--- config.mk ---
export PLATFORM = sky130hd
export DESIGN_NAME = cogc_setup
export DESIGN_NICKNAME = d
export VERILOG_FILES = /design/src/cogc_pkg.sv /design/src/cogc_setup.sv
export SDC_FILE = /design/constraint.sdc
export NUM_CORES = 1
export LEC_CHECK = 0
export BUFFER_PORTS_ARGS = -buffer_cell sky130_fd_sc_hd__clkbuf_2
export CORE_ASPECT_RATIO = 2
export CORE_UTILIZATION = 47
export DETAILED_ROUTE_END_ITERATION = 12
export PLACE_DENSITY = 0.77
export RECOVER_POWER = 50
export SYNTH_ARGS = -nofsm -noshare
export SYNTH_HDL_FRONTEND = slang
export SYNTH_SLANG_ARGS = --single-unit
--- constraint.sdc ---
create_clock -name clk -period 8.1 [get_ports clk]
set_input_delay 0.81 -clock clk [delete_from_list [all_inputs] [get_ports clk]]
set_output_delay 0.81 -clock clk [all_outputs]
set_load 0.1 [all_outputs]
--- src/cogc_pkg.sv ---
// Shared types and constants for the coarse occlusion grid cull block.
// Holds field widths, command and register codes, the sequencer state type
// and the structs passed between modules. No dependencies.
`timescale 1ns / 1ps

package cogc_pkg;

    localparam int NDC_W      = 16;   // Q1.14 screen edge
    localparam int DEPTH_W    = 16;   // Q0.16 depth
    localparam int CELL_W     = 17;   // stored cell depth, all ones is infinity
    localparam int COORD_W    = 17;   // edge position in 1/1024 cell, up to 64 cells
    localparam int IDX_W      = 6;    // cell index, up to 64 cells per axis
    localparam int SCALE_W    = 7;    // grid size constant, up to 64
    localparam int PROD_W     = 22;   // edge offset times grid size
    localparam int BIAS_W     = 10;
    localparam int TOL_W      = 6;
    localparam int CFG_IDX_W  = 2;
    localparam int CFG_DATA_W = 10;

    localparam logic [CELL_W-1:0]        DEPTH_INF   = 17'h1FFFF;
    localparam logic signed [NDC_W-1:0]  NDC_ONE     = 16'sd16384;
    localparam logic signed [NDC_W-1:0]  NDC_NEG_ONE = -16'sd16384;

    // Commands
    localparam logic CMD_FRAME_START = 1'b0;
    localparam logic CMD_TEST        = 1'b1;

    // Configuration register indexes
    localparam logic [CFG_IDX_W-1:0] CFG_OCCLUSION_ENABLE = 2'd0;
    localparam logic [CFG_IDX_W-1:0] CFG_DEPTH_BIAS       = 2'd1;
    localparam logic [CFG_IDX_W-1:0] CFG_EDGE_TOLERANCE   = 2'd2;

    localparam logic [BIAS_W-1:0] DEPTH_BIAS_RESET     = 10'd66;
    localparam logic [TOL_W-1:0]  EDGE_TOLERANCE_RESET = 6'd1;

    typedef struct packed {
        logic              occlusion_enable;
        logic [BIAS_W-1:0] depth_bias;
        logic [TOL_W-1:0]  edge_tolerance;
    } cfg_t;

    typedef struct packed {
        logic [COORD_W-1:0] lc;
        logic [COORD_W-1:0] rc;
        logic [COORD_W-1:0] tc;
        logic [COORD_W-1:0] bc;
        logic [IDX_W-1:0]   min_x;
        logic [IDX_W-1:0]   max_x;
        logic [IDX_W-1:0]   min_y;
        logic [IDX_W-1:0]   max_y;
        logic               empty;
        logic [DEPTH_W-1:0] near_depth;
        logic [DEPTH_W-1:0] far_depth;
        logic               box_valid;
        logic               is_occluder;
    } box_t;

    typedef enum logic [2:0] {
        ST_IDLE,
        ST_CLEAR,
        ST_START,
        ST_TEST,
        ST_WRITE,
        ST_EMIT
    } walk_state_t;

endpackage

--- src/cogc_setup.sv ---
// Box setup: saturates the edges, maps them to grid coordinates in 1/1024
// cell and derives the clamped cell range. Depends on cogc_pkg.
`timescale 1ns / 1ps

module cogc_setup
    import cogc_pkg::*;
#(
    parameter int GRID_COLUMNS = 32,
    parameter int GRID_ROWS    = 18
)
(
    input  logic                     clk,
    input  logic                     load,
    input  logic signed [NDC_W-1:0]  screen_left,
    input  logic signed [NDC_W-1:0]  screen_right,
    input  logic signed [NDC_W-1:0]  screen_top,
    input  logic signed [NDC_W-1:0]  screen_bottom,
    input  logic [DEPTH_W-1:0]       near_depth,
    input  logic [DEPTH_W-1:0]       far_depth,
    input  logic                     box_valid,
    input  logic                     is_occluder,
    output box_t                     box
);

    localparam logic [SCALE_W-1:0] COLS_K = SCALE_W'(GRID_COLUMNS);
    localparam logic [SCALE_W-1:0] ROWS_K = SCALE_W'(GRID_ROWS);

    // Distance of a saturated edge from the left (or top) screen border.
    function automatic logic [NDC_W-1:0] edge_offset(
        input logic signed [NDC_W-1:0] v,
        input logic                    from_top
    );
        logic signed [NDC_W-1:0] c;
        logic [NDC_W:0]          d;
        c = v;
        if (v < NDC_NEG_ONE)
        begin
            c = NDC_NEG_ONE;
        end
        else if (v > NDC_ONE)
        begin
            c = NDC_ONE;
        end
        if (from_top)
        begin
            d = {1'b0, NDC_ONE} - {c[NDC_W-1], c};
        end
        else
        begin
            d = {c[NDC_W-1], c} + {1'b0, NDC_ONE};
        end
        return d[NDC_W-1:0];
    endfunction

    // offset * cells / 32, in 1/1024 cell
    function automatic logic [COORD_W-1:0] scale(
        input logic [NDC_W-1:0]   off,
        input logic [SCALE_W-1:0] cells
    );
        logic [PROD_W-1:0] p;
        p = PROD_W'(off) * PROD_W'(cells);
        return p[PROD_W-1:5];
    endfunction

    // floor(c / 1024) clamped to the grid
    function automatic logic [IDX_W-1:0] lower_idx(
        input logic [COORD_W-1:0] c,
        input logic [SCALE_W-1:0] cells
    );
        logic [SCALE_W-1:0] q;
        q = c[COORD_W-1:10];
        if (q > cells - 1'b1)
        begin
            q = cells - 1'b1;
        end
        return q[IDX_W-1:0];
    endfunction

    // ceil(c / 1024) - 1 clamped to the grid; a negative bound becomes zero
    function automatic logic [IDX_W-1:0] upper_idx(
        input logic [COORD_W-1:0] c,
        input logic [SCALE_W-1:0] cells
    );
        logic [COORD_W-1:0] s;
        logic [SCALE_W-1:0] q;
        s = c + COORD_W'(1023);
        q = s[COORD_W-1:10];
        if (q == '0)
        begin
            q = '0;
        end
        else
        begin
            q = q - 1'b1;
            if (q > cells - 1'b1)
            begin
                q = cells - 1'b1;
            end
        end
        return q[IDX_W-1:0];
    endfunction

    box_t box_reg;
    box_t box_next;

    always_comb
    begin
        box_next.lc          = scale(edge_offset(screen_left, 1'b0), COLS_K);
        box_next.rc          = scale(edge_offset(screen_right, 1'b0), COLS_K);
        box_next.tc          = scale(edge_offset(screen_bottom, 1'b1), ROWS_K);
        box_next.bc          = scale(edge_offset(screen_top, 1'b1), ROWS_K);
        box_next.min_x       = lower_idx(box_next.lc, COLS_K);
        box_next.max_x       = upper_idx(box_next.rc, COLS_K);
        box_next.min_y       = lower_idx(box_next.tc, ROWS_K);
        box_next.max_y       = upper_idx(box_next.bc, ROWS_K);
        box_next.empty       = (box_next.min_x > box_next.max_x) ||
                               (box_next.min_y > box_next.max_y);
        box_next.near_depth  = near_depth;
        box_next.far_depth   = far_depth;
        box_next.box_valid   = box_valid;
        box_next.is_occluder = is_occluder;
    end

    always_ff @(posedge clk)
    begin
        if (load)
        begin
            box_reg <= box_next;
        end
    end

    assign box = box_reg;

endmodule

==> impl_metrics.toml, run 1 <==
[outcome]
status = "complete, but fails checks"
violations = "capacitance limit, slew limit"

[setup_path]
crit_path_frequent_cell = "ha_1"
critical_path_class = "in2reg"
critPathCaptureType = "flip-flop"
critPathMaxFanout = 16
critPathMaxStageDelay_ns = 0.36
cp_slowest_cell = "nor4_2"
worstPathArrival_ns = 7.68
cp.required_ns = 8.25
start_kind = "primary input"
crit_start = "screen_top[3]"

[detailed_routing]
num_vias = 6210
drt_pass1_iterations = 4
drt_wl_total_mm = 17.7
ant_nets = 0
viasPerCell = 5.40
route.detailed.drc = 0
drt_first_iter_violations = 145
wl_per_cell_um = 15.4

[pwr]
p_leak_nw = 4.05
ir_worst_vdd_mv = 0.144
p_total_mw = 3.11
swShare = 0.456
cellInternalPower_mw = 1.69
power_density_mw_per_mm2 = 327
p_switching_mw = 1.42
pwr-share-comb = 0.469
power_frac_seq = 0.276
power_frac_clock = 0.255

[worst_hold_path]
holdCritPathClass = "in2reg"
min_from = "far_depth[5]"

[sta]
setup-violations-final = 0
finalHoldViolCount = 0
fin_crit_sh = 0.930
timing.final.crit_period_ns = 7.53
fmax_ghz = 0.133
maxSlewViolCount = 65
worstMarginPinSlew_ns = 3.40
rsz0062_at_grt = "false"
whs_ns = 0.574
max_slew_margin = -1.27

[floorplan]
fp.dieArea_mm2 = 0.0166
die_x_um = 91.6
num_rows = 65
io_pins = 227
die_y_um = 181
core-area_mm2 = 0.0157
start_util = 0.480

[synth]
synth_ff_type = "edfxtp_1"
syn_inst = 687
synth-seq-area-share = 0.490
synth-seq-cells = 123
ys_types = 67
syn_avg_cell_area_um2 = 11.0
synth-edff-count = 123
yosysWarnings = 0
syn-cell-area_mm2 = 0.00754
async_reset_ff_frac = 0

[placement]
place_congestion = 0.857
dp_cells = 1118
hpwl_mm = 14.1
port_buffers = 222

[final_layout]
final_cell_mix = "clkbuf_2 (140), edfxtp_1 (123), clkbuf_1 (82), ha_1 (69), nor2_1 (60)"
antenna_cells = 0
fillCellCount = 1377
final_common_cell = "clkbuf_2"
layout-drive-gt1-share = 0.213
fin_nets = 1107
largest_reg_flops = 123
area_growth_pct = 26.0
layout.cells.non_filler = 1149
final_core_util = 0.605

[global_routing]
antenna_found_initial = 0
grt_pass1_wl_mm = 28.4
grt_pass1_vias = 6194
grt_overflow_total = 0
grt_max_degree = 65
grtUsageTotal = 0.218

[clocking]
cts_buffers = 17
clk_pin_slew_ns = 0.06
clockBufferDepth = 2
clockRootBuffer = "clkbuf_16"
cts.sinks = 123
post_cts_buffers = 0
cts_tree = "yes"
h-tree-depth = 4
cts_hold_buf = 0

[flow_run]
cap_violations = 1
[power groups by stage]
stage                     sequential (mW)  clock (mW)  combinational [mW]
after floorplan                      1.56           0               0.498
after global placement              0.867           0                1.46
after detailed placement            0.871           0                1.47
after CTS                           0.859       0.807                1.48
after global routing                0.869       0.831                1.55
final                               0.858       0.793                1.46
[cells in the mapped netlist (all sizes together) (3+ instances only)]
master	n	area share
o22ai	3	0.0025
nand3	12	0.0080
a32oi	3	0.0035
or3	6	0.0051
nor3	14	0.0093
o211a	5	0.0066
nor2	60	0.030
a21oi	34	0.023
nand2b	13	0.011
a221oi	3	0.0035
o21ai	28	0.019
mux2i	3	0.0040
a311o	3	0.0041
and3	11	0.0091
edfxtp	123	0.49
a2111oi	3	0.0035
xor2	17	0.020
a211oi	6	0.0060
nor2b	9	0.0075
a22oi	4	0.0040
buf	7	0.0066
o21a	14	0.014
nor4	13	0.012
ha	69	0.11
xnor2	21	0.024
or4	4	0.0050
o21bai	6	0.0060
nand4	7	0.0058
o2111ai	4	0.0046
a21o	18	0.018
o41ai	3	0.0045
nand2	52	0.026
clkbuf	9	0.0045
and2	35	0.029
o31ai	4	0.0040
inv	25	0.012
or2	6	0.0050
a31oi	3	0.0025
[logic make-up (layout without fill, tap and decap cells)]
group	count (synthesis)	in the layout	synth area share
AO/OA/AOI/OAI	156	156	0.142
XOR/XNOR	38	38	0.0441
adder cells (fa/ha/maj)	71	71	0.120
buffers and inverters	41	292	0.0236
flip-flops	123	123	0.490
multiplexers	3	3	0.00398
other	2	12	0.000996
AND/OR/NAND/NOR	253	253	0.175
[per-layer routing]
| metal | track usage | up-vias | share of wire |
|---|---|---|---|
| met3 | 0.0370 | 39 | 0.043 |
| li1 | - | 3081 | - |
| met5 | 0 | - | 0 |
| met1 | 0.200 | 2886 | 0.35 |
| met4 | 0.113 | 0 | 0.035 |
| met2 | 0.439 | 204 | 0.58 |
[final timing paths]
path | end | slack, ns | cells past startpoint
worst max-delay path | box[34] | 0.57 | 33
worst min-delay path | box[7] | 0.57 | 1
[worst max-delay path, delay by kind of cell]
kind / cells / cell delay [ns]
AO/OA/AOI/OAI: 11 / 2.41
XOR/XNOR: 2 / 0.40
adder cells (fa/ha/maj): 5 / 1.39
buffers and inverters: 2 / 0.33
multiplexers: 2 / 0.39
AND/OR/NAND/NOR: 11 / 1.95
[what timing repair did]
item | in CTS | in global routing
endpoints found under the hold margin | 0 | 0
endpoints found under the setup margin | 0 | 1
resized for setup | 0 | 3
[stage by stage]
| stage | area [um2] | setup TNS [ns] | worst slack, ns |
|---|---|---|---|
| after CTS | 9580 | 0 | 0.389 |
| final | 9500 | 0 | 0.568 |
| after global placement | 8960 | 0 | 0.197 |
| after global routing | 9500 | 0 | 0.0111 |
| after detailed placement | 8960 | -0.0261 | -0.0261 |
| after floorplan | 7580 | 0 | 0.108 |
[cell type report]
class,count,area (um2),share of cell area
Sequential cell,123,3690,0.389
Multi-Input combinational cell,533,3730,0.392
Inverter,25,93.8,0.00988
Clock buffer,17,425,0.0448
Tap cell,201,251,0.0265
Clock inverter,14,194,0.0204
Timing Repair Buffer,236,1110,0.117
No activity file was read; power rests on OpenSTA's default activity.
==> run 2: changes to the inputs <==
==> constraint.sdc (replaced) <==
create_clock -name clk -period 8.1 [get_ports clk]
set_input_delay 0.405 -clock clk [delete_from_list [all_inputs] [get_ports clk]]
set_output_delay 0.405 -clock clk [all_outputs]
set_load 0.1 [all_outputs]
==> run 2 against run 1 <==
The flow still finishes with violations (capacitance limit, slew limit). Routed wire length rose by 0.19%. Clock power decreased by 7.9%. Worst setup slack improved by 0.14 ns. First-iteration DRC count grew 28%. Die area did not move. Worst hold slack got worse by 0.42 ns.
==> impl_metrics.toml, run 2 (synthesis gave the netlist of run 1 again) <==
[sta]
fmax_ghz = 0.135
max_slew_margin = -1.28
setup-violations-final = 0
finalHoldViolCount = 0
fin_crit_sh = 0.913
rsz0062_at_grt = "false"
timing.final.crit_period_ns = 7.40
tns_ns = 0
worstMarginPinSlew_ns = 3.42
maxSlewViolCount = 65

[detailed_routing]
top_layer_used = "met4"
ant_nets = 0
met1_length_mm = 6.19
viasPerCell = 5.42
num_vias = 6211
wl_met2_mm = 10.2
drt_wl_total_mm = 17.7
met3_length_um = 636
wl_per_cell_um = 15.5
drt_pass1_iterations = 4
drt_first_iter_violations = 186
route.detailed.drc = 0

[placement]
hpwl_mm = 14.0
place_congestion = 0.862
dp_cells = 1114
port_buffers = 222

[floorplan]
die_x_um = 91.6
core-area_mm2 = 0.0157
io_pins = 227
fp.dieArea_mm2 = 0.0166
start_util = 0.480
die_y_um = 181
num_rows = 65

[clocking]
clockRootBuffer = "clkbuf_16"
cts_tree = "yes"
cts.sinks = 123
post_cts_buffers = 0
clk_pin_slew_ns = 0.06
h-tree-depth = 4
cts_buffers = 17
clockBufferDepth = 2

[worst_hold_path]
holdCritPathClass = "in2reg"
hold_path_depth = 1

[pwr]
p_leak_nw = 4.00
ir_worst_vdd_mv = 0.176
p_total_mw = 3.04
power_density_mw_per_mm2 = 323

[final_layout]
antenna_cells = 0
layout.cells.non_filler = 1145
area_growth_pct = 24.7
largest_reg_flops = 123
final_common_cell = "clkbuf_2"
fillCellCount = 1368
fin_nets = 1103
layout-drive-gt1-share = 0.208
final_cell_mix = "clkbuf_2 (138), edfxtp_1 (123), clkbuf_1 (84), ha_1 (69), nor2_1 (60)"

[setup_path]
worstPathArrival_ns = 7.56
cp.required_ns = 8.26
critPathMaxStageDelay_ns = 0.45
critPathCaptureType = "flip-flop"
cp_slowest_cell = "nor4_2"
critical_path_class = "in2reg"
start_kind = "primary input"
critPathMaxFanout = 12
crit_path_frequent_cell = "ha_1"

[global_routing]
grt_max_degree = 65
grt_pass1_vias = 6105
antenna_found_initial = 0
grtUsageTotal = 0.216
grt_pass1_wl_mm = 27.9
grt_overflow_total = 0

[outcome]
violations = "capacitance limit, slew limit"
status = "complete, but fails checks"

[flow_run]
cap_violations = 1
run 2: cell count changes in the layout (fill, tap and decap cells not counted), moves of 2 or more:
cell,change
clkbuf_1,+2
clkinvlp_4,+2
clkbuf_2,-2
buf_4,-4
clkinv_2,+2
bufinv_16,-2
run 2: final cells by class:
| type | instances | area, um2 | area share |
|---|---|---|---|
| repair buffers | 232 | 1080 | 0.115 |
| clock inverters | 14 | 146 | 0.0156 |
| flip-flops and latches | 123 | 3690 | 0.393 |
| well taps | 201 | 251 | 0.0267 |
| inverters | 25 | 93.8 | 0.00998 |
| clock buffers | 17 | 425 | 0.0452 |
| multi-input cells | 533 | 3710 | 0.395 |
run 2: report_power, final:
part | internal, mW | switching [mW] | total (mW)
Combinational | 0.333 | 1.12 | 1.45
Sequential | 0.834 | 0.0239 | 0.858
Clock | 0.451 | 0.279 | 0.730
Total | 1.62 | 1.42 | 3.04
run 2: metal layers:
| layer | track usage | vias to the layer above |
|---|---|---|
| met5 | 0 | - |
| met4 | 0.118 | 0 |
| met3 | 0.0316 | 50 |
| met2 | 0.436 | 193 |
| met1 | 0.196 | 2896 |
| li1 | - | 3072 |
run 2: what timing repair did:
action / in CTS / in global routing
resized for setup: 0 / 1
endpoints found under the setup margin: 0 / 1
hold buffers: 0 / 0
run 2: through the flow:
stage	setup WS, ns	utilization	instance area, um2	hold slack [ns]
6_report	0.705	0.599	9400	0.158
5_1_grt	0.0768	0.599	9400	0.141
4_1_cts	0.673	0.606	9510	0.143
3_5_place_dp	0.258	0.569	8930	0.584
3_3_place_gp	0.460	0.569	8930	0.582
2_1_floorplan	0.513	-	7580	0.504
run 2: path summary, 6_finish.rpt:
path / start / to / slack [ns]
max: screen_top[3] / box[34] / 0.70
min: near_depth[7] / box[25] / 0.16
run 2: critical path, delay by kind of cell:
kind | cells | cell delay (ns)
AOI/OAI and AO/OA | 12 | 2.65
adders and majority gates | 6 | 1.79
and+or+nand+nor | 9 | 1.65
muxes | 1 | 0.25
buffers and inverters | 1 | 0.13
xor gates and xnor gates | 3 | 0.66
