### config.mk
export PLATFORM = sky130hd
export DESIGN_NAME = cogc_walker
export DESIGN_NICKNAME = d
export VERILOG_FILES = /design/src/cogc_pkg.sv /design/src/cogc_walker.sv
export SDC_FILE = /design/constraint.sdc
export NUM_CORES = 1
export LEC_CHECK = 0
export CAP_MARGIN = 20
export CORE_UTILIZATION = 35
export CTS_CLUSTER_SIZE = 28
export DETAILED_ROUTE_END_ITERATION = 6
export DONT_BUFFER_PORTS = 1
export PLACE_DENSITY = 0.57
export RECOVER_POWER = 50
export SETUP_SLACK_MARGIN = 0.02
export SLEW_MARGIN = 20
export SYNTH_ARGS = -nofsm -noshare
export SYNTH_HDL_FRONTEND = slang
export SYNTH_SLANG_ARGS = --single-unit
### constraint.sdc
create_clock -name clk -period 3.2 [get_ports clk]
set_input_delay 0.48 -clock clk [delete_from_list [all_inputs] [get_ports clk]]
set_output_delay 0.48 -clock clk [all_outputs]
set_load 0.05 [all_outputs]
### src/cogc_pkg.sv
// Shared types and constants for the coarse occlusion grid cull block.
// Holds field widths, command and register codes, the sequencer state type
// and the structs passed between modules. No dependencies.
`timescale 1ns / 1ps

package cogc_pkg;

    localparam int NDC_W      = 16;   // Q1.14 screen edge
    localparam int DEPTH_W    = 16;   // Q0.16 depth
    localparam int CELL_W     = 17;   // stored cell depth, all ones is infinity
    localparam int COORD_W    = 17;   // edge position in 1/1024 cell, up to 64 cells
    localparam int IDX_W      = 6;    // cell index, up to 64 cells per axis
    localparam int SCALE_W    = 7;    // grid size constant, up to 64
    localparam int PROD_W     = 22;   // edge offset times grid size
    localparam int BIAS_W     = 10;
    localparam int TOL_W      = 6;
    localparam int CFG_IDX_W  = 2;
    localparam int CFG_DATA_W = 10;

    localparam logic [CELL_W-1:0]        DEPTH_INF   = 17'h1FFFF;
    localparam logic signed [NDC_W-1:0]  NDC_ONE     = 16'sd16384;
    localparam logic signed [NDC_W-1:0]  NDC_NEG_ONE = -16'sd16384;

    // Commands
    localparam logic CMD_FRAME_START = 1'b0;
    localparam logic CMD_TEST        = 1'b1;

    // Configuration register indexes
    localparam logic [CFG_IDX_W-1:0] CFG_OCCLUSION_ENABLE = 2'd0;
    localparam logic [CFG_IDX_W-1:0] CFG_DEPTH_BIAS       = 2'd1;
    localparam logic [CFG_IDX_W-1:0] CFG_EDGE_TOLERANCE   = 2'd2;

    localparam logic [BIAS_W-1:0] DEPTH_BIAS_RESET     = 10'd66;
    localparam logic [TOL_W-1:0]  EDGE_TOLERANCE_RESET = 6'd1;

    typedef struct packed {
        logic              occlusion_enable;
        logic [BIAS_W-1:0] depth_bias;
        logic [TOL_W-1:0]  edge_tolerance;
    } cfg_t;

    typedef struct packed {
        logic [COORD_W-1:0] lc;
        logic [COORD_W-1:0] rc;
        logic [COORD_W-1:0] tc;
        logic [COORD_W-1:0] bc;
        logic [IDX_W-1:0]   min_x;
        logic [IDX_W-1:0]   max_x;
        logic [IDX_W-1:0]   min_y;
        logic [IDX_W-1:0]   max_y;
        logic               empty;
        logic [DEPTH_W-1:0] near_depth;
        logic [DEPTH_W-1:0] far_depth;
        logic               box_valid;
        logic               is_occluder;
    } box_t;

    typedef enum logic [2:0] {
        ST_IDLE,
        ST_CLEAR,
        ST_START,
        ST_TEST,
        ST_WRITE,
        ST_EMIT
    } walk_state_t;

endpackage

### src/cogc_walker.sv
// Cell walker: clears the grid, runs the test pass and the occluder write
// pass over the box's cell range, and holds the result item.
// Depends on cogc_pkg; drives the ports of cogc_grid_ram.
`timescale 1ns / 1ps

module cogc_walker
    import cogc_pkg::*;
#(
    parameter int GRID_COLUMNS = 32,
    parameter int CELL_COUNT   = 576,
    parameter int ADDR_W       = 10
)
(
    input  logic              clk,
    input  logic              rst_n,
    input  logic              in_valid,
    output logic              in_ready,
    input  logic              command,
    input  box_t              box,
    input  cfg_t              cfg,
    output logic              out_valid,
    input  logic              out_ready,
    output logic              occluded,
    output logic              mem_wr_en,
    output logic [ADDR_W-1:0] mem_wr_addr,
    output logic [CELL_W-1:0] mem_wr_data,
    output logic              mem_rd_en,
    output logic [ADDR_W-1:0] mem_rd_addr,
    input  logic [CELL_W-1:0] mem_rd_data
);

    localparam logic [ADDR_W-1:0] LAST_ADDR = ADDR_W'(CELL_COUNT - 1);
    localparam logic [ADDR_W-1:0] ROW_STEP  = ADDR_W'(GRID_COLUMNS);

    walk_state_t       state_reg, state_next;
    logic [ADDR_W-1:0] clr_addr_reg, clr_addr_next;
    logic              issue_done_reg, issue_done_next;
    logic              pend_reg, pend_next;
    logic              pend_last_reg, pend_last_next;
    logic              out_valid_reg, out_valid_next;
    logic [IDX_W-1:0]  x_reg, x_next;
    logic [IDX_W-1:0]  y_reg, y_next;
    logic [ADDR_W-1:0] pend_addr_reg, pend_addr_next;
    logic              pend_cov_reg, pend_cov_next;
    logic              cover_reg, cover_next;
    logic              result_reg, result_next;
    logic              occluded_reg, occluded_next;

    logic [ADDR_W-1:0]  cur_addr;
    logic               x_last;
    logic               last_cell;
    logic [COORD_W-1:0] x_lo, x_hi, y_lo, y_hi;
    logic               cell_cov;
    logic               depth_ok;
    logic               write_hit;
    logic               out_load;

    assign cur_addr  = ADDR_W'(y_reg) * ROW_STEP + ADDR_W'(x_reg);
    assign x_last    = (x_reg == box.max_x);
    assign last_cell = x_last && (y_reg == box.max_y);

    // Full coverage of the current cell, with the edge slack
    assign x_lo = COORD_W'({x_reg, 10'b0}) + COORD_W'(cfg.edge_tolerance);
    assign x_hi = ((COORD_W'(x_reg) + COORD_W'(1)) << 10) - COORD_W'(cfg.edge_tolerance);
    assign y_lo = COORD_W'({y_reg, 10'b0}) + COORD_W'(cfg.edge_tolerance);
    assign y_hi = ((COORD_W'(y_reg) + COORD_W'(1)) << 10) - COORD_W'(cfg.edge_tolerance);
    assign cell_cov = (x_lo >= box.lc) && (x_hi <= box.rc) &&
                      (y_lo >= box.tc) && (y_hi <= box.bc);

    // cell < near - bias, kept unsigned
    assign depth_ok  = ((CELL_W + 1)'(mem_rd_data) + (CELL_W + 1)'(cfg.depth_bias))
                       < (CELL_W + 1)'(box.near_depth);
    assign write_hit = pend_cov_reg && (CELL_W'(box.far_depth) < mem_rd_data);

    always_comb
    begin
        state_next      = state_reg;
        clr_addr_next   = clr_addr_reg;
        issue_done_next = issue_done_reg;
        pend_next       = 1'b0;
        pend_last_next  = pend_last_reg;
        pend_addr_next  = pend_addr_reg;
        pend_cov_next   = pend_cov_reg;
        x_next          = x_reg;
        y_next          = y_reg;
        cover_next      = cover_reg;
        result_next     = result_reg;
        out_load        = 1'b0;
        in_ready        = 1'b0;
        mem_wr_en       = 1'b0;
        mem_wr_addr     = pend_addr_reg;
        mem_wr_data     = CELL_W'(box.far_depth);
        mem_rd_en       = 1'b0;
        mem_rd_addr     = cur_addr;

        // Shared cell issue for both passes: read one cell per cycle
        if ((state_reg == ST_TEST || state_reg == ST_WRITE) && !issue_done_reg)
        begin
            mem_rd_en      = 1'b1;
            pend_next      = 1'b1;
            pend_last_next = last_cell;
            pend_addr_next = cur_addr;
            pend_cov_next  = cell_cov;
            if (last_cell)
            begin
                issue_done_next = 1'b1;
            end
            else if (x_last)
            begin
                x_next = box.min_x;
                y_next = y_reg + 1'b1;
            end
            else
            begin
                x_next = x_reg + 1'b1;
            end
        end

        case (state_reg)
            ST_IDLE:
            begin
                in_ready = 1'b1;
                if (in_valid)
                begin
                    if (command == CMD_FRAME_START)
                    begin
                        clr_addr_next = '0;
                        state_next    = ST_CLEAR;
                    end
                    else
                    begin
                        state_next = ST_START;
                    end
                end
            end

            ST_CLEAR:
            begin
                mem_wr_en   = 1'b1;
                mem_wr_addr = clr_addr_reg;
                mem_wr_data = DEPTH_INF;
                if (clr_addr_reg == LAST_ADDR)
                begin
                    state_next = ST_IDLE;
                end
                else
                begin
                    clr_addr_next = clr_addr_reg + 1'b1;
                end
            end

            ST_START:
            begin
                x_next          = box.min_x;
                y_next          = box.min_y;
                issue_done_next = 1'b0;
                cover_next      = 1'b1;
                result_next     = 1'b0;
                if (!box.box_valid || !cfg.occlusion_enable || box.empty)
                begin
                    state_next = ST_EMIT;
                end
                else
                begin
                    state_next = ST_TEST;
                end
            end

            ST_TEST:
            begin
                if (pend_reg)
                begin
                    cover_next = cover_reg && depth_ok;
                    if (pend_last_reg)
                    begin
                        if (cover_reg && depth_ok)
                        begin
                            result_next = 1'b1;
                            state_next  = ST_EMIT;
                        end
                        else if (box.is_occluder)
                        begin
                            x_next          = box.min_x;
                            y_next          = box.min_y;
                            issue_done_next = 1'b0;
                            state_next      = ST_WRITE;
                        end
                        else
                        begin
                            state_next = ST_EMIT;
                        end
                    end
                end
            end

            ST_WRITE:
            begin
                if (pend_reg)
                begin
                    mem_wr_en = write_hit;
                    if (pend_last_reg)
                    begin
                        state_next = ST_EMIT;
                    end
                end
            end

            ST_EMIT:
            begin
                if (!out_valid_reg || out_ready)
                begin
                    out_load   = 1'b1;
                    state_next = ST_IDLE;
                end
            end

            default:
            begin
                state_next = ST_IDLE;
            end
        endcase
    end

    assign out_valid_next = out_load || (out_valid_reg && !out_ready);
    assign occluded_next  = out_load ? result_reg : occluded_reg;

    always_ff @(posedge clk or negedge rst_n)
    begin
        if (!rst_n)
        begin
            state_reg      <= ST_CLEAR;
            clr_addr_reg   <= '0;
            issue_done_reg <= 1'b1;
            pend_reg       <= 1'b0;
            pend_last_reg  <= 1'b0;
            out_valid_reg  <= 1'b0;
        end
        else
        begin
            state_reg      <= state_next;
            clr_addr_reg   <= clr_addr_next;
            issue_done_reg <= issue_done_next;
            pend_reg       <= pend_next;
            pend_last_reg  <= pend_last_next;
            out_valid_reg  <= out_valid_next;
        end
    end

    always_ff @(posedge clk)
    begin
        x_reg         <= x_next;
        y_reg         <= y_next;
        pend_addr_reg <= pend_addr_next;
        pend_cov_reg  <= pend_cov_next;
        cover_reg     <= cover_next;
        result_reg    <= result_next;
        occluded_reg  <= occluded_next;
    end

    assign out_valid = out_valid_reg;
    assign occluded  = occluded_reg;

endmodule

==> reports/results.txt, run 1 <==
The flow ran to the end, but the final reports show violations. The final reports fail on setup timing. In this run the register-to-register setup slack is -290 ps. Commonest register cell after synthesis: dfrtp_1. The overflow left after global routing is 0.

The routed layout has 5128 vias. The worst setup path is captured at a flop. The die is 131 um tall.

The tools report the startpoint kind of the worst setup timing path as a primary input. In this run the standard cell core region covers 16100 sq um. The tools report the required time reported for the critical path endpoint as 3380 ps. After synthesis, flip-flops and latches occupy 18.6% of the total area.

The number of synthesized register bits is 43, and the final net count is 1042. The clock tree synthesis step divided the H-tree into 2 levels. Max-cap violations in this run came to 0.

The worst register-to-register path begins at x_reg[0]. For the clock tree buffer depth, the log shows 2. The most common cell in the synthesized netlist is ha_1.

The CTS clock-pin slew for the worst setup and hold paths was 60 ps. The data arrival time of the critical path is 3800 ps. The setup slack after placement was -876 ps. The tools report the TritonCTS sink count as 43. Synthesized netlist net count: 987. The clock arrives with 4.26 ps of skew. The routed length per instance was 16.2 um. After synthesis, the most frequently instantiated cells are 106 x ha_1, 100 x inv_1, 37 x nand2_1, 37 x nor2_1, 36 x a21oi_1.

The run gives 0 as the count of pins over their slew limit. TritonCTS built the clock tree. In this run the worst path has a maximum fanout of 5. The initialized floorplan defines 46 standard-cell rows.

ha_1 takes more of the synthesized area than any other cell. The number of antenna diodes in the final layout is 0. The total setup violations reported at the end of the flow was 18; the average cell area after synthesis was 8.19 sq um.

The remaining number of nets flagged by the antenna check after routing was 0. The length in cells of the worst reg-to-reg path is 13. The number of CTS-inserted buffers came out at 5.

Yosys mapped a number of flops with a built-in enable equal to 14. The final cell area excluding filler cells was 6890 sq um. Power comes to 5.37 mW. The starting utilization of the core area came out at 36.3%. The total global-route track usage is 18.4%, and the share of the synthesized area in the top cell type is 22.7%. The final layout contains routed wiring with a total length of 16000 um. Synthesis handed over a netlist of 714 instances.

The fraction of layout cells with a size suffix above 1 is 18.1%, and the remaining routing DRC violations is 0. The final weighted congestion of routability-driven global placement is 0.814, and the detailed placer's ending HPWL is 13300 um. For the finished layout, the period the worst path requires is 3630 ps. The slew at the pin with the worst max-slew slack came out at 1370 ps.

The path class of the tightest hold or removal check is primary input to asynchronous set/reset pin. The share of the clock period used by the worst path after layout works out to 113%. The endpoint identified for the worst register-to-register timing path is pend_cov_reg. For this block, the initial DRC count from the detailed router was 163. Using the TritonRoute via totals, the vias-per-cell ratio works out to 5.20. Yosys warning count: 0. The run gives 6540 sq um as the cell area after placement.

The run gives 5850 sq um as the cell area after synthesis. The die covers 17200 sq um. Via count of the first global-routing pass: 5061. The critical path start-end classification is primary input to flop. For the final number of hold-violating endpoints, the log shows 0.

Across the VDD grid, the largest voltage drop is 0.355 mV. The number of buffer cells added on primary ports came out at 0. The total power density per cell area came out at 779 nW/um^2.

The post-synthesis async set-or-reset flop share works out to 39.5%. The first TritonRoute pass finished after 4 iterations. The layout-stage area growth over the synthesis result was 17.7%.

The wire length of the first global-routing pass was 25700 um. The highest clock frequency the design can meet is 276 MHz. The initial antenna violation count was 0. During I/O placement, the number of pins put on the boundary was 208. Synthesis instantiated 66 different standard cells from the library. The tree is rooted in a clkbuf_16. By area the synthesized netlist is led by ha_1 23%, edfxtp_1 7.2%, dfrtp_1 6.4%. The worst pin sits at a relative slew slack of 8.43%.

The die boundary width was 131 um; the smallest setup slack after layout was -427 ps. In this run the static leakage power is 3.29 nW. Setup repair after global routing could not meet its margin everywhere. Clock latency on the worst-skew pair, taken at its later pin, is 290 ps. Entering global routing, the biggest net connects 18 pins.
==> how the worst max path moves through the flow <==
stage,startpoint,to,slack (ps)
6_report,cfg[6],y_reg[4],-430
5_1_grt,cfg[6],x_reg[4],-600
4_1_cts,cfg[6],x_reg[4],-320
3_5_place_dp,cfg[6],y_reg[5],-880
3_3_place_gp,cfg[7],y_reg[1],-850
2_1_floorplan,cfg[7],y_reg[0],-510
==> final cells by class <==
type / instances / area [sq um]
clock buffer: 5 / 125
clock inverter: 3 / 23.8
fill: 1638 / 9230
inverter: 100 / 375
multi-input combinational: 544 / 4490
sequential: 43 / 1090
tap: 216 / 270
timing repair buffer: 75 / 517
==> kinds of logic (layout without fill, tap and decap cells) <==
kind of cell             Yosys count  in the layout  synth area share, %
buffers and inverters            128            183                 8.70
adder cells (fa/ha/maj)          107            107                 23.0
flip-flops                        43             43                 18.6
AND/OR/NAND/NOR                  196            196                 17.6
AO/OA/AOI/OAI                    155            156                 18.2
XOR/XNOR                          63             63                 9.43
multiplexers                      22             22                 4.41
==> report_power, final <==
group	leakage [nW]	switching (mW)	internal, mW
combinational	2.77	2.41	1.36
sequential	0.453	0.266	0.813
clock	0.0664	0.228	0.292
==> layout by cell type, fill, tap and decap left out, types with 10 or more instances in the layout <==
cell type    n
dfrtp_1     15
buf_4       59
a21o_1      28
nor3_1      12
mux2_2      14
inv_1      100
xnor2_1     31
or2_2       16
nor4_1      13
a21oi_1     33
nand3_1     19
nand2_1     36
nor2_1      34
xor2_1      30
o21a_1      10
edfxtp_1    14
dfxtp_1     12
o21ai_0     24
nand4_1     13
ha_1       101
clkbuf_1    14
==> per-stage QoR <==
stage | hold slack, ps | setup TNS, ps | util, % | std cells
CTS | 20.7 | -4090 | 42.4 | 982
global placement | 185 | -12610 | 40.6 | 970
detailed placement | 185 | -12790 | 40.6 | 970
global route | 13.3 | -9160 | 42.7 | 986
floorplan | 184 | -5980 | - | 714
finish | 29.6 | -5820 | 42.7 | 986
==> critical path: stages <==
cell      delay (ps)
ha_4             140
fa_2             380
a211oi_4         230
or3_4            190
a21oi_4           50
or2_4            300
nand3_4          100
xnor2_2           70
ha_2             180
a211oi_2         210
nor3b_2           80
nor4b_2          310
nand3_2          170
o311ai_4         300
buf_4            170
a21oi_4           90
mux2_4           320
==> routing by layer <==
layer	global-route usage, %	vias to the layer above	share of wire (%)
met3	4.09	10	5.9
met2	30.3	137	46
met1	24.8	2347	47
met5	0	-	0
li1	-	2634	-
met4	3.04	0	1.2
==> what timing repair did <==
action / CTS / global route
endpoints found under the hold margin: 15 / 0
cloned: 1 / 0
buffers inserted: 2 / 4
setup endpoints to repair: 17 / 17
gates resized for setup: 25 / 16
pin swaps: 8 / 9
hold buffers: 1 / 0
(Power assumes the default switching activity.)
==> run 2, diff against run 1 <==
- TNS_END_PERCENT: not set -> 1
==> reports/results.txt, run 2 (same netlist as run 1, synthesis figures left out) <==
The start of the worst register-to-register path is x_reg[3]. CTS saw 43 sinks. Leaving out fill and tap cells, the most frequent cell in the layout is ha_1. Tracing the worst setup path back leads to its startpoint at cfg[6]. Once placement completed, the tool counted placed cells totaling 968. After layout, the worst path uses 111% of the clock period. The first routing iteration left 186 violations. The post-route netlist has 18.3% of its cells at a drive strength greater than 1.

The setup slack after placement was -807 ps. The run gives 0 as the number of violations of the max-capacitance limit. Counting the fill cells in the layout gives 1619. The leakage dissipation is 3.28 nW, and the level count of the clock H-tree is 2.

Clock-pin slew was measured on the worst setup and hold paths at 60 ps. The floorplan step set the die height to 131 um. The number of clock buffers added by TritonCTS is 5. The via count of the first global-routing pass was 4949; the layout-stage area growth over the synthesis result was 17.1%.

For this configuration, the core starts out at a cell density of 36.3%. The smallest setup slack after layout was -366 ps; the standard-cell row count was 46. For this run the aggregate overflow at the end of global routing stands at 0.

In this run the count of I/O pins placed on the die edge is 208. Dividing the detail-routed wire length by the instance count gives 16.1 um. In this run the deepest clock path goes through 2 buffers. Summed over all layers, the routed wires come to 15800 um. 0 antenna diodes ended up in the layout. The final cell area excluding filler cells was 6850 sq um; the data arrival time of the critical path was 3730 ps.

Dividing total power by cell area gives a power density of 774 nW/um^2. The highest clock frequency the design can meet came out at 280 MHz. The maximum number of pins on one net before global-route repair was 16. The endpoint identified for the worst register-to-register timing path is pend_cov_reg. IR analysis of the VDD net gives a maximum drop of 0.369 mV. The setup path with the least slack is of type primary input to flop. The total global-route track usage is 18.1%, and the final number of hold-violating endpoints is 0.

The final reports fail on setup timing. Setup violations remaining at the end of the flow were counted as 16. The end-of-flow core utilization is 42.5%. The initial antenna violation count came out at 0. Summed over all nets, the half-perimeter wirelength after detailed placement is 13300 um. For the final weighted congestion of routability-driven global placement, the log shows 0.806. The finished layout holds 983 standard cells, fillers aside.

The die covers 17200 sq um. Clock skew on the completed layout was measured at 4.81 ps. Data on the critical path is required at its endpoint by 3370 ps. The flow ran to the end, but the final reports show violations. The net count of the finished layout is 1039. Of all nets on the critical path, the largest fanout is 5. At the pin with the least slew margin, the transition time is 1330 ps.

Before antenna repair, the detailed router went through 5 iterations. The count of pins over their slew limit is 0. The number of buffer cells added on primary ports came out at 0. The tools report the buffer cell driving the clock tree root as clkbuf_16. Worst min-delay path class: primary input to asynchronous set/reset pin. The number of cells on the worst reg-to-reg path is 12. The startpoint kind of the worst setup timing path is a primary input. The die boundary width works out to 131 um. After detailed routing, the number of remaining DRC violations is 0.

Setup repair after global routing could not meet its margin everywhere. Headroom to the max-slew limit came out at 11.1%. The top cell types in the final layout, fill and taps aside, are 103 x ha_1, 100 x inv_1, 59 x buf_4. Summing over every cut layer, the via total after detailed routing is 5081. The clock period minus final worst setup slack was 3570 ps. The remaining number of nets flagged by the antenna check after routing was 0; the placeable core region was 16100 sq um.

STA classifies the critical path endpoint as a flop. Clock latency on the worst-skew pair, taken at its later pin, is 280 ps. The wire length of the first global-routing pass is 25300 um, and the cell area after placement is 6530 sq um. For flop-to-flop paths, the worst setup slack is 20 ps.

The via density per instance came out at 5.17. TritonCTS built the clock tree. For the overall power consumption, the log shows 5.30 mW.
## run 2: worst max path at each step
stage                          end  slack [ps]  cells after the start
final                     y_reg[1]        -370                     16
after global routing      y_reg[1]        -510                     16
after CTS                 y_reg[1]        -360                     16
after detailed placement  y_reg[1]        -810                     16
after global placement    y_reg[0]        -810                     16
after floorplan           y_reg[0]        -510                     17
## run 2: final cells by class
class / instances / area, sq um / area share [%]
multi-input combinational: 544 / 4480 / 65.4
sequential: 43 / 1090 / 15.9
tap: 216 / 270 / 3.95
clock buffer: 5 / 125 / 1.83
inverter: 100 / 375 / 5.48
timing repair buffer: 72 / 498 / 7.27
clock inverter: 3 / 15.0 / 0.219
## run 2: report_power, final
group          internal [mW]  leakage (nW)  switching [mW]  total, mW
Combinational           1.35          2.76            2.37       3.72
Sequential             0.815         0.453           0.274       1.09
Clock                  0.285        0.0733           0.203      0.488
Total                   2.45          3.28            2.85       5.30
## run 2: repair_timing
item                       CTS  global route
hold buffers                 1             0
cloned                       1             0
buffers inserted             4             1
pin swaps                   14            21
hold endpoints to repair    15             0
gates resized for setup     12            24
setup endpoints to repair   17            17
## run 2: metal layers
layer,vias to the layer above,GRT usage [%],wire length (um),share of wire [%]
li1,2622,-,-,-
met1,2340,24.5,7630,48
met2,113,29.8,7270,46
met3,6,3.97,850,5.4
met4,0,2.26,85,0.54
met5,-,0,0,0
## run 2: worst max-delay path, cell delays in order
cell	delay, ps
ha_4	150
fa_2	380
a211oi_4	240
or3_4	180
a21oi_2	50
or2_4	290
nand2_4	70
xnor2_2	80
ha_4	180
a211oi_2	220
nor3b_2	80
nor4b_2	300
nand3_2	140
o311ai_4	370
a21oi_4	170
mux2_4	320
## run 2: per-stage QoR
step                      hold WS, ps  TNS (ps)
after CTS                        31.9     -4580
final                            36.6     -4390
after global routing             25.5     -7270
after global placement            185    -12050
after floorplan                   184     -5980
after detailed placement          185    -12010
